===== src/design/dprfe_pkg.sv =====
`timescale 1ns / 1ps

package dprfe_pkg;

    localparam int SYSTEM_CODE_W = 4;
    localparam int UNIT_MASK_W   = 10;
    localparam int ADDR_W        = SYSTEM_CODE_W + UNIT_MASK_W;
    localparam int DATA_W        = 6;
    localparam int LEVEL_W       = 8;
    localparam int QUANT_W       = 4;
    localparam int SYM_W         = 2;
    localparam int CFG_INDEX_W   = 2;
    localparam int CFG_DATA_W    = 10;

    localparam int SEQ_LEN = ADDR_W + 2 + DATA_W + 2;
    localparam int IDX_W   = $clog2(SEQ_LEN);

    localparam logic [CFG_INDEX_W-1:0] REG_SYSTEM_CODE = 2'd0;
    localparam logic [CFG_INDEX_W-1:0] REG_UNIT_MASK   = 2'd1;
    localparam logic [CFG_INDEX_W-1:0] REG_SMOOTH_FADE = 2'd2;

    localparam logic [SYM_W-1:0] SYM_S    = 2'd0;
    localparam logic [SYM_W-1:0] SYM_T    = 2'd1;
    localparam logic [SYM_W-1:0] SYM_MARK = 2'd2;
    localparam logic [SYM_W-1:0] SYM_END  = 2'd3;

    localparam logic [DATA_W-1:0] FADE_SMOOTH  = 6'h30;
    localparam logic [DATA_W-1:0] FADE_INSTANT = 6'h10;

    typedef struct packed {
        logic [SYSTEM_CODE_W-1:0] system_code;
        logic [UNIT_MASK_W-1:0]   unit_mask;
        logic                     smooth_fade;
    } cfg_t;

    typedef enum logic [1:0] {
        ST_IDLE,
        ST_PRE,
        ST_BITS,
        ST_END
    } ser_state_t;

endpackage


===== src/design/dprfe_frame_build.sv =====
`timescale 1ns / 1ps

module dprfe_frame_build (
    input  logic [dprfe_pkg::LEVEL_W-1:0] level,
    input  dprfe_pkg::cfg_t               cfg,
    output logic [dprfe_pkg::SEQ_LEN-1:0] frame_bits
);

    localparam logic [dprfe_pkg::LEVEL_W-1:0] LEVEL_OFF_MAX  = 8'd12;
    localparam logic [dprfe_pkg::LEVEL_W-1:0] LEVEL_FULL_MIN = 8'd237;
    localparam logic [dprfe_pkg::QUANT_W-1:0] QUANT_OFF      = 4'd10;
    localparam logic [dprfe_pkg::QUANT_W-1:0] QUANT_FULL     = 4'd0;
    localparam int STEP_BASE = 13;
    localparam int STEP_SIZE = 25;
    localparam int STEPS     = 8;

    localparam logic [dprfe_pkg::ADDR_W-1:0] ADDR_ODD_MASK  = 14'h2AAA;
    localparam logic [dprfe_pkg::ADDR_W-1:0] ADDR_EVEN_MASK = 14'h1555;
    localparam logic [dprfe_pkg::DATA_W-1:0] DATA_EVEN_MASK = 6'h15;
    localparam logic [dprfe_pkg::DATA_W-1:0] DATA_ODD_MASK  = 6'h2A;

    function automatic logic [dprfe_pkg::QUANT_W-1:0] quantize(
        input logic [dprfe_pkg::LEVEL_W-1:0] l
    );
        logic [dprfe_pkg::QUANT_W-1:0] q;
        logic [dprfe_pkg::LEVEL_W-1:0] thr;
        q = 4'd1;
        for (int k = 1; k <= STEPS; k++) begin
            thr = dprfe_pkg::LEVEL_W'(STEP_BASE + STEP_SIZE * k);
            if (l >= thr) begin
                q = q + 4'd1;
            end
        end
        if (l <= LEVEL_OFF_MAX) begin
            q = QUANT_OFF;
        end else if (l > LEVEL_FULL_MIN) begin
            q = QUANT_FULL;
        end
        return q;
    endfunction

    logic [dprfe_pkg::ADDR_W-1:0] addr;
    logic [dprfe_pkg::DATA_W-1:0] data;
    logic [dprfe_pkg::DATA_W-1:0] fade;

    assign addr = {cfg.system_code, cfg.unit_mask};
    assign fade = cfg.smooth_fade ? dprfe_pkg::FADE_SMOOTH : dprfe_pkg::FADE_INSTANT;
    assign data = {2'b00, quantize(level)} | fade;

    // order of transmission: address msb first, parity, data lsb first, parity
    always_comb begin
        for (int i = 0; i < dprfe_pkg::ADDR_W; i++) begin
            frame_bits[i] = addr[dprfe_pkg::ADDR_W-1-i];
        end
        frame_bits[dprfe_pkg::ADDR_W]     = ~^(addr & ADDR_ODD_MASK);
        frame_bits[dprfe_pkg::ADDR_W + 1] = ~^(addr & ADDR_EVEN_MASK);
        for (int i = 0; i < dprfe_pkg::DATA_W; i++) begin
            frame_bits[dprfe_pkg::ADDR_W + 2 + i] = data[i];
        end
        frame_bits[dprfe_pkg::SEQ_LEN-2] = ~^(data & DATA_EVEN_MASK);
        frame_bits[dprfe_pkg::SEQ_LEN-1] = ~^(data & DATA_ODD_MASK);
    end

endmodule


===== src/design/dprfe_serializer.sv =====
`timescale 1ns / 1ps

module dprfe_serializer (
    input  logic                            aclk,
    input  logic                            aresetn,
    input  logic                            load_valid,
    output logic                            load_take,
    input  logic [dprfe_pkg::SEQ_LEN-1:0]   frame_bits,
    input  logic                            out_ready,
    output logic                            out_valid,
    output logic [dprfe_pkg::SYM_W-1:0]     out_symbol,
    output logic                            out_last
);

    localparam logic [2:0] PRE_LAST = 3'd7;
    localparam logic [dprfe_pkg::IDX_W-1:0] IDX_LAST = dprfe_pkg::IDX_W'(dprfe_pkg::SEQ_LEN - 1);

    dprfe_pkg::ser_state_t state_reg, state_next;

    logic [dprfe_pkg::SEQ_LEN-1:0] frame_reg;
    logic [2:0]                    pre_cnt_reg;
    logic [dprfe_pkg::IDX_W-1:0]   bit_idx_reg;
    logic                          half_reg;
    logic                          out_valid_reg;
    logic [dprfe_pkg::SYM_W-1:0]   symbol_reg;
    logic                          last_reg;

    logic                          out_free;
    logic                          emit;
    logic                          cur_bit;
    logic                          bit_done;
    logic [dprfe_pkg::SYM_W-1:0]   sym_next;

    assign out_free  = !out_valid_reg || out_ready;
    assign emit      = out_free && (state_reg != dprfe_pkg::ST_IDLE);
    assign cur_bit   = frame_reg[bit_idx_reg];
    assign bit_done  = !cur_bit || half_reg;
    assign load_take = load_valid && ((state_reg == dprfe_pkg::ST_IDLE) ||
                       ((state_reg == dprfe_pkg::ST_END) && out_free));

    always_comb begin
        state_next = state_reg;
        case (state_reg)
            dprfe_pkg::ST_IDLE: begin
                if (load_take) state_next = dprfe_pkg::ST_PRE;
            end
            dprfe_pkg::ST_PRE: begin
                if (out_free && pre_cnt_reg == PRE_LAST) state_next = dprfe_pkg::ST_BITS;
            end
            dprfe_pkg::ST_BITS: begin
                if (out_free && bit_done && bit_idx_reg == IDX_LAST) begin
                    state_next = dprfe_pkg::ST_END;
                end
            end
            dprfe_pkg::ST_END: begin
                if (out_free) begin
                    state_next = load_take ? dprfe_pkg::ST_PRE : dprfe_pkg::ST_IDLE;
                end
            end
            default: state_next = dprfe_pkg::ST_IDLE;
        endcase
    end

    always_comb begin
        sym_next = dprfe_pkg::SYM_T;
        case (state_reg)
            dprfe_pkg::ST_PRE: begin
                if (pre_cnt_reg == 3'd0) sym_next = dprfe_pkg::SYM_S;
                else if (pre_cnt_reg == PRE_LAST) sym_next = dprfe_pkg::SYM_MARK;
                else sym_next = dprfe_pkg::SYM_T;
            end
            dprfe_pkg::ST_BITS: begin
                sym_next = cur_bit ? dprfe_pkg::SYM_T : dprfe_pkg::SYM_MARK;
            end
            dprfe_pkg::ST_END: sym_next = dprfe_pkg::SYM_END;
            default: sym_next = dprfe_pkg::SYM_T;
        endcase
    end

    always_ff @(posedge aclk) begin
        if (!aresetn) begin
            state_reg     <= dprfe_pkg::ST_IDLE;
            out_valid_reg <= 1'b0;
            pre_cnt_reg   <= 3'd0;
            bit_idx_reg   <= '0;
            half_reg      <= 1'b0;
        end else begin
            state_reg <= state_next;
            if (out_free) begin
                out_valid_reg <= emit;
            end
            if (load_take) begin
                pre_cnt_reg <= 3'd0;
                bit_idx_reg <= '0;
                half_reg    <= 1'b0;
            end else if (emit) begin
                if (state_reg == dprfe_pkg::ST_PRE) begin
                    pre_cnt_reg <= pre_cnt_reg + 3'd1;
                end
                if (state_reg == dprfe_pkg::ST_BITS) begin
                    half_reg <= !bit_done;
                    if (bit_done && bit_idx_reg != IDX_LAST) begin
                        bit_idx_reg <= bit_idx_reg + 1'b1;
                    end
                end
            end
        end
    end

    always_ff @(posedge aclk) begin
        if (load_take) begin
            frame_reg <= frame_bits;
        end
        if (out_free) begin
            symbol_reg <= sym_next;
            last_reg   <= (state_reg == dprfe_pkg::ST_END);
        end
    end

    assign out_valid  = out_valid_reg;
    assign out_symbol = symbol_reg;
    assign out_last   = last_reg;

    a_last_is_end: assert property (@(posedge aclk) disable iff (!aresetn)
        out_valid_reg |-> (last_reg == (symbol_reg == dprfe_pkg::SYM_END)))
        else $error("last flag and end symbol disagree");

    a_half_on_one: assert property (@(posedge aclk) disable iff (!aresetn)
        half_reg |-> (state_reg == dprfe_pkg::ST_BITS) && cur_bit)
        else $error("second T half outside a one bit");

    a_end_after_bits: assert property (@(posedge aclk) disable iff (!aresetn)
        (state_reg == dprfe_pkg::ST_END) |-> $past(state_reg) == dprfe_pkg::ST_END ||
        $past(state_reg) == dprfe_pkg::ST_BITS)
        else $error("end symbol not preceded by frame bits");

    a_load_when_free: assert property (@(posedge aclk) disable iff (!aresetn)
        load_take |-> (state_reg == dprfe_pkg::ST_IDLE) || (state_reg == dprfe_pkg::ST_END))
        else $error("frame loaded in the middle of a frame");

endmodule


===== src/design/dimmer_rf_pulse_frame_encoder_core.sv =====
`timescale 1ns / 1ps

// channel  | direction | handshake                  | payload
// ---------+-----------+----------------------------+------------------------------
// s_       | in        | s_tvalid / s_tready        | s_tdata[7:0] level
// m_       | out       | m_tvalid / m_tready        | m_tdata[1:0] symbol, m_tlast
// cfg_     | in        | cfg_valid / cfg_ready      | cfg_index, cfg_data
//
// One brightness beat yields one frame of 37 to 53 symbol beats, one per cycle while
// m_tready is high; the symbol sequencer that walks the frame sets this rate.
// A beat waits in the input register until the sequencer is idle or emits the end
// symbol of the previous frame, so frames run gap-free; from an idle sequencer the
// beat passes the frame register, then the output register, before a symbol is valid.
// Reset is synchronous, active low, and clears the control state and configuration.
// A stall on m_tready holds the sequencer and the output beat in place.

module dimmer_rf_pulse_frame_encoder_core (
    input  logic       aclk,
    input  logic       aresetn,
    input  logic       s_tvalid,
    output logic       s_tready,
    input  logic [7:0] s_tdata,     // [7:0] level
    output logic       m_tvalid,
    input  logic       m_tready,
    output logic [7:0] m_tdata,     // [1:0] symbol, [7:2] zero
    output logic       m_tlast,
    input  logic       cfg_valid,
    output logic       cfg_ready,
    input  logic [dprfe_pkg::CFG_INDEX_W-1:0] cfg_index,
    input  logic [dprfe_pkg::CFG_DATA_W-1:0]  cfg_data
);

    dprfe_pkg::cfg_t cfg_reg;

    logic [dprfe_pkg::LEVEL_W-1:0] level_reg;
    logic                          hold_valid_reg;
    logic                          load_take;
    logic [dprfe_pkg::SEQ_LEN-1:0] frame_bits;
    logic [dprfe_pkg::SYM_W-1:0]   symbol;

    assign cfg_ready = 1'b1;
    assign s_tready  = !hold_valid_reg || load_take;

    always_ff @(posedge aclk) begin
        if (!aresetn) begin
            cfg_reg        <= '0;
            hold_valid_reg <= 1'b0;
        end else begin
            if (cfg_valid && cfg_ready) begin
                case (cfg_index)
                    dprfe_pkg::REG_SYSTEM_CODE:
                        cfg_reg.system_code <= cfg_data[dprfe_pkg::SYSTEM_CODE_W-1:0];
                    dprfe_pkg::REG_UNIT_MASK:
                        cfg_reg.unit_mask <= cfg_data[dprfe_pkg::UNIT_MASK_W-1:0];
                    dprfe_pkg::REG_SMOOTH_FADE:
                        cfg_reg.smooth_fade <= cfg_data[0];
                    default: ;
                endcase
            end
            if (s_tvalid && s_tready) begin
                hold_valid_reg <= 1'b1;
            end else if (load_take) begin
                hold_valid_reg <= 1'b0;
            end
        end
    end

    always_ff @(posedge aclk) begin
        if (s_tvalid && s_tready) begin
            level_reg <= s_tdata;
        end
    end

    dprfe_frame_build u_build (
        .level      (level_reg),
        .cfg        (cfg_reg),
        .frame_bits (frame_bits)
    );

    dprfe_serializer u_ser (
        .aclk       (aclk),
        .aresetn    (aresetn),
        .load_valid (hold_valid_reg),
        .load_take  (load_take),
        .frame_bits (frame_bits),
        .out_ready  (m_tready),
        .out_valid  (m_tvalid),
        .out_symbol (symbol),
        .out_last   (m_tlast)
    );

    assign m_tdata = {6'b000000, symbol};

endmodule

===== config.mk =====
export PLATFORM = sky130hd
export DESIGN_NAME = dimmer_rf_pulse_frame_encoder_core
export DESIGN_NICKNAME = d
export VERILOG_FILES = /design/src/design/dprfe_pkg.sv /design/src/design/dprfe_frame_build.sv /design/src/design/dprfe_serializer.sv /design/src/design/dimmer_rf_pulse_frame_encoder_core.sv
export SDC_FILE = /design/constraint.sdc
export NUM_CORES = 1
export LEC_CHECK = 0
export BUFFER_PORTS_ARGS = -buffer_cell sky130_fd_sc_hd__clkbuf_2
export CAP_MARGIN = 20
export CORE_ASPECT_RATIO = 1.1
export CORE_UTILIZATION = 60
export CTS_BUF_LIST = sky130_fd_sc_hd__clkbuf_16
export DETAILED_ROUTE_END_ITERATION = 7
export PLACE_DENSITY = 0.88
export SETUP_SLACK_MARGIN = 0.02
export SLEW_MARGIN = 20
export SYNTH_ARGS = -nofsm -noshare
export SYNTH_HDL_FRONTEND = slang
export SYNTH_SLANG_ARGS = --single-unit

===== constraint.sdc =====
create_clock -name aclk -period 7.1 [get_ports aclk]
set_input_delay 1.065 -clock aclk [delete_from_list [all_inputs] [get_ports aclk]]
set_output_delay 1.065 -clock aclk [all_outputs]
set_load 0.05 [all_outputs]

==> results of run 1 <==
cell families after synthesis:
| group | after synthesis | share of synthesized area |
|---|---|---|
| compound gates | 51 | 0.105 |
| xor+xnor | 27 | 0.0717 |
| fa+ha+maj | 16 | 0.0595 |
| buf+inv | 32 | 0.0456 |
| flops | 62 | 0.453 |
| mux | 30 | 0.100 |
| other cells | 2 | 0.00215 |
| simple gates | 101 | 0.162 |
cells in the final DEF, fill, tap and decap left out, types with 2 or more instances in the layout:
cell	instances
clkbuf_16	9
nor2_1	19
nand3b_1	4
or3_1	2
nor3b_1	2
a211oi_1	4
ha_1	15
nand3_1	8
clkinv_2	3
inv_1	14
nor2b_1	23
nand2b_1	4
edfxtp_1	34
a31o_1	3
conb_1	7
mux2i_1	26
and2_1	2
nand2_1	15
nor3_1	7
xnor2_1	18
clkinv_1	2
mux4_2	4
a21boi_0	2
xor2_1	8
nor4_1	2
o2111a_1	2
a21o_1	2
o21ai_1	11
a21oi_1	14
dfxtp_1	28
clkbuf_2	29
power by group through the flow:
stage / Clock, mW / Sequential, mW / Combinational [mW]
finish: 0.374 / 0.478 / 0.380
global route: 0.395 / 0.485 / 0.423
CTS: 0.381 / 0.478 / 0.378
detailed placement: 0 / 0.484 / 0.371
global placement: 0 / 0.481 / 0.358
floorplan: 0 / 0.499 / 0.288
how the worst min path moves through the flow:
stage / from / end / slack (ns) / cells after the start
floorplan: cfg_reg[7] / u_ser.frame_reg[7] / 0.45 / 0
global placement: cfg_reg[13] / u_ser.frame_reg[1] / 0.46 / 0
detailed placement: cfg_reg[8] / u_ser.frame_reg[6] / 0.47 / 0
CTS: cfg_reg[8] / u_ser.frame_reg[6] / 0.48 / 0
global route: cfg_reg[2] / u_ser.frame_reg[12] / 0.50 / 0
finish: cfg_reg[8] / u_ser.frame_reg[6] / 0.48 / 0
cell type report:
| type | instances | area share |
|---|---|---|
| multi-input combinational | 232 | 0.454 |
| sequential | 62 | 0.405 |
| clock buffer | 9 | 0.0577 |
| timing repair buffer | 29 | 0.0372 |
| tap | 75 | 0.0240 |
| inverter | 13 | 0.0125 |
| clock inverter | 7 | 0.00897 |
layer usage:
| metal | wire length [microns] | global-route usage | vias up |
|---|---|---|---|
| met5 | 0 | 0 | - |
| met4 | 132 | 0.119 | 0 |
| met3 | 242 | 0.0564 | 13 |
| met2 | 3070 | 0.393 | 73 |
| met1 | 2650 | 0.268 | 1121 |
| li1 | - | - | 1194 |
worst max-delay path, delay by kind of cell (launching register included):
| family | cells | cell delay [ns] |
|---|---|---|
| simple gates | 8 | 0.78 |
| fa+ha+maj | 4 | 1.35 |
| flops | 1 | 0.52 |
| mux | 2 | 0.51 |
| xor+xnor | 5 | 0.95 |
| compound gates | 1 | 0.32 |
through the flow:
stage / utilization / hold slack, ns
after floorplan: - / 0.449
after global placement: 0.662 / 0.463
after detailed placement: 0.662 / 0.466
after CTS: 0.709 / 0.477
after global routing: 0.710 / 0.499
final: 0.710 / 0.478
==> run_results.csv, run 1 <==
group,metric,value,unit
outcome,outcome,"complete, no violations",
drt,avgViaCountPerCell,5.62,
die,io_pins,37,
drt,drtAntennaViolNets,0,
critical_path,critical-path-max-stage-delay,0.64,ns
critical_path,r2r_cells,20,
drt,drtPass1Iterations,4,
clock_network,cts_resized,0,
clock_network,clock_path_buffers,2,
yosys,netlist_instances,321,
power,p_int,0.829,mW
clock_network,htree_levels,3,
power,combPwrFrac,0.309,
clock_network,cts_tree,"done",
timing,worst_slew_pin_slew,0.913,ns
yosys,synth_top_area_frac,0.293,
drt,totalWireLength,6100,microns
clock_network,cts_buffers,9,
drt,detail_route.wl_per_cell,14.3,microns
clock_network,clkTransAtPathRegs,0.05,ns
timing,final-hold-violation-count,0,
power,power.share.sequential,0.388,
critical_path,path_cells,"a211o_1 -> nand2_1 -> nand2_1 -> fa_1 -> xor2_1 -> ha_1 -> nand2b_1 -> mux2i_1 -> nor2_1 -> ha_1 -> nand2_1 -> nand2_1 -> ha_1 -> nand2_1 -> xor2_1 -> xor2_1 -> nand3b_1 -> xnor2_1 -> mux2i_1 -> xor2_1",
global_routing,antenna_found_initial,0,
finish,final_cells,427,
yosys,synth.area.top_cells,"edfxtp_1, dfxtp_1, mux2i_1",
global_routing,grt_pass1_vias,2338,
finish,seqCellArea,1580,sq um
finish,multi_input_area,1770,sq um
global_routing,overflow,0,
finish,final_nets,388,
yosys,synth_warnings,0,
yosys,seq_area_frac_synth,0.453,
placed_design,gp_congestion,0.902,
yosys,yosysUniqueCellTypes,59,
yosys,synth_ff_type,"edfxtp_1",
power,power,1.23,mW
finish,fillCellCount,366,
critical_path,reg2reg_slack,2.38,ns
critical_path,worstPathRequired,7.16,ns
yosys,synth_area,3490,sq um
global_routing,grt_max_degree,25,
yosys,ys_ff_latch,62,
global_routing,grt_pass1_wl,10300,microns
power,vdd_drop_max,0.327,mV
placed_design,preCtsSetupSlack,2.48,ns
die,start_util,0.634,
die,die_area,6120,sq um
clock_network,cts_hold_buffers,0,
yosys,synth_commonest_cells,"edfxtp_1, dfxtp_1, mux2i_1",
yosys,synth_edf_count,34,
timing,maxSlewViolCount,0,
timing,min_period_over_period,0.664,
critical_path,path_max_fanout,10,
drt,vias,2401,
critical_path,cpMostUsedCell,"nand2_1",
die,fp.dieH,82.0,microns
finish,final_area,3900,sq um
timing,tns,0,ns
yosys,yosysMostFrequentCell,"edfxtp_1",
power,power_density,315,nW/um^2
critical_path,cp-endpoint,"u_ser.frame_reg[23]",
power,pwr-share-clk,0.303,
finish,antenna_cells,0,
critical_path,crit_path_end_kind,"flip-flop",
clock_network,post_cts_buffers,0,
timing,fin_worst_skew,0.00687,ns
clock_network,root_buffer,"clkbuf_16",
clock_network,clkLatencyLatePin,0.32,ns
timing,rsz0062_at_grt,"no",
finish,drive_gt1_frac,0.153,
drt,drtIter0Drc,98,
worst_hold_path,hold_path_class,"flip-flop to flip-flop",
critical_path,worst-setup-path-type,"flip-flop to flip-flop",
global_routing,grtUsageTotal,0.231,
flow_run,maxCapViolCount,0,
timing,slew-limit-headroom,0.390,
yosys,async_flop_share,0,
critical_path,cp-start-kind,"flip-flop",
die,die_w,74.7,microns
critical_path,startpoint,"level_reg[4]",
timing,layout_setup_ws,2.38,ns
yosys,synth_area_leader_cell,"edfxtp_1",
power,switching_share,0.327,
critical_path,crit_slowest_cell,"fa_1",
placed_design,post_dp_cell_area,3640,sq um
placed_design,dp_cells,411,
timing,post-route-min-period,4.72,ns
drt,drc_errors,0,
yosys,syn_avg_cell_area,10.9,sq um
placed_design,dp_hpwl,4380,microns
timing,clock.fmax,212,MHz
finish,largest_reg_flops,23,
finish,syn_to_final_growth,11.9,%
timing,setup-violations-final,0,
critical_path,r2r_start,"level_reg[4]",
critical_path,rr_endpoint,"u_ser.frame_reg[23]",
clock_network,cts_sinks,62,
critical_path,crit_arrival,4.78,ns
power,p_sw,0.402,mW
power,p_leak,1.53,nW
placed_design,io_buffers,29,
die,coreArea,5500,sq um
die,rows,28,
Note: power is estimated with default switching activity, not from simulation.
==> run 2: changes to the inputs <==
- CORE_UTILIZATION: 60 -> 59
- PLACE_DENSITY: 0.88 -> 0.87
- clock period: 7.1 -> 4.5 ns (I/O delays scaled with it)
==> run 2 against run 1 <==
Net effect: the flow now finishes with violations (negative setup slack); critical path type unchanged; critical path depth rose by 1; clock skew rose by 0.00077 ns; total power rose by 73%; non-clock buffer count rose by 20; critical endpoint unchanged; global-route usage fell by 0.46 points; largest cell class unchanged; core utilization rose by 1.3 points.
==> run_results.csv, run 2 (synthesis results as in run 1) <==
group,metric,value,unit
timing,layout_setup_ws,-0.0157,ns
clock_network,cts_tree,"done",
finish,largest_reg_flops,23,
power,switching_share,0.321,
critical_path,worstPathRequired,4.57,ns
timing,fin_worst_skew,0.00764,ns
clock_network,root_buffer,"clkbuf_16",
die,die_w,75.3,microns
power,power_density,513,nW/um^2
critical_path,reg2reg_slack,-0.02,ns
finish,layout.cells.most_common,"edfxtp_1",
die,start_util,0.608,
clock_network,cts_hold_buffers,0,
worst_hold_path,hold_path_class,"flip-flop to flip-flop",
placed_design,io_buffers,29,
placed_design,dp_hpwl,4500,microns
global_routing,grt_pass1_vias,2355,
critical_path,rr_endpoint,"u_ser.frame_reg[23]",
drt,avgViaCountPerCell,5.64,
drt,drtAntennaViolNets,0,
finish,post-route-util,0.723,
timing,maxSlewViolCount,0,
die,die_area,6220,sq um
power,power.share.sequential,0.350,
timing,min_period_over_period,1.00,
drt,drtIter0Drc,137,
outcome,violations,"negative setup slack",
critical_path,crit_path_end_kind,"flip-flop",
timing,rsz0062_at_grt,"yes",
worst_hold_path,hold_end,"u_ser.frame_reg[4]",
flow_run,maxCapViolCount,0,
timing,clock.fmax,221,MHz
placed_design,post_dp_cell_area,3690,sq um
drt,drtPass1Iterations,4,
timing,hold-worst-slack,0.482,ns
clock_network,htree_levels,3,
finish,syn_to_final_growth,18.8,%
global_routing,overflow,0,
power,pwr-share-clk,0.311,
finish,final_cell_mix,"edfxtp_1, clkbuf_2, dfxtp_1",
critical_path,r2r_cells,21,
critical_path,cp-start-kind,"flip-flop",
critical_path,path_max_fanout,4,
drt,drc_errors,0,
power,vdd_drop_max,0.388,mV
power,combPwrFrac,0.339,
critical_path,crit_arrival,4.59,ns
die,rows,29,
critical_path,r2r_start,"level_reg[1]",
clock_network,clock_path_buffers,2,
timing,final-hold-violation-count,0,
global_routing,grt_max_degree,24,
drt,vias,2531,
finish,antenna_cells,0,
die,io_pins,37,
global_routing,antenna_found_initial,0,
finish,final_area,4150,sq um
finish,drive_gt1_frac,0.239,
power,p_leak,1.64,nW
power,p_sw,0.684,mW
placed_design,preCtsSetupSlack,-0.0350,ns
timing,post-route-min-period,4.52,ns
timing,tns,-0.0157,ns
global_routing,grt_pass1_wl,10200,microns
placed_design,gp_congestion,0.940,
critical_path,worst-setup-path-type,"flip-flop to flip-flop",
die,coreArea,5730,sq um
die,fp.dieH,82.6,microns
clock_network,clkTransAtPathRegs,0.06,ns
outcome,outcome,"finished, violations left",
drt,detail_route.wl_per_cell,15.5,microns
global_routing,grtUsageTotal,0.226,
finish,fillCellCount,391,
drt,totalWireLength,6950,microns
timing,slew-limit-headroom,0.423,
timing,worst_slew_pin_slew,0.864,ns
clock_network,clkLatencyLatePin,0.33,ns
clock_network,cts_buffers,9,
worst_hold_path,min_path_cells,0,
timing,setup-violations-final,1,
clock_network,cts_sinks,62,
finish,final_nets,408,
power,p_int,1.44,mW
worst_hold_path,worstHoldStart,"cfg_reg[10]",
-- run 2: layer usage --
| metal | global-route usage | share of wire |
|---|---|---|
| met5 | 0 | 0 |
| met1 | 0.259 | 0.42 |
| met4 | 0.0852 | 0.016 |
| met2 | 0.391 | 0.52 |
| met3 | 0.0728 | 0.049 |
-- run 2: what timing repair did --
item,CTS,global route
pin swaps,1,13
endpoints found under the setup margin,2,4
gates cloned,0,0
buffers inserted,7,7
resized for setup,0,16
hold endpoints to repair,0,0
-- run 2: cell type report --
cell class,instances,area [sq um],area share
multi-input combinational,232,1830,0.441
sequential,62,1580,0.382
timing repair buffer,49,299,0.0721
clock buffer,9,225,0.0543
tap,77,96.3,0.0232
clock inverter,7,65.1,0.0157
inverter,13,48.8,0.0118
-- run 2: power by group through the flow --
stage | Sequential, mW | Combinational (mW) | Clock (mW)
floorplan | 0.788 | 0.454 | 0
global placement | 0.750 | 0.589 | 0
detailed placement | 0.757 | 0.616 | 0
CTS | 0.743 | 0.640 | 0.671
global route | 0.755 | 0.783 | 0.691
finish | 0.744 | 0.721 | 0.662
-- run 2: worst max-delay path by stage --
stage                  from                   to  slack [ns]  cells past startpoint
4_1_cts        level_reg[3]  u_ser.frame_reg[23]        0.03                     20
3_3_place_gp   level_reg[1]  u_ser.frame_reg[23]        0.15                     20
6_report       level_reg[1]  u_ser.frame_reg[23]       -0.02                     21
3_5_place_dp   level_reg[1]  u_ser.frame_reg[23]       -0.03                     20
2_1_floorplan  level_reg[7]  u_ser.frame_reg[23]        0.23                     20
5_1_grt        level_reg[1]  u_ser.frame_reg[23]       -0.20                     21
-- run 2: worst max-delay path: stages, from the launching register on --
cell,delay (ns)
edfxtp_1,0.44
buf_4,0.17
or4_4,0.48
nand2b_1,0.17
and2b_2,0.21
nor2_1,0.05
a31o_1,0.19
ha_1,0.29
nand2b_4,0.15
mux2i_4,0.15
nor2_1,0.06
ha_1,0.32
nand2_1,0.06
nand2_1,0.10
ha_1,0.15
nand2_1,0.07
xor2_1,0.19
xor2_1,0.17
nand3b_1,0.22
xnor2_1,0.27
mux2i_1,0.25
xor2_1,0.08
-- run 2: per-stage QoR --
step                      total power [mW]  instances
final                                 2.13        449
after global routing                  2.23        449
after CTS                             2.05        442
after detailed placement              1.37        419
after global placement                1.34        419
after floorplan                       1.24        326
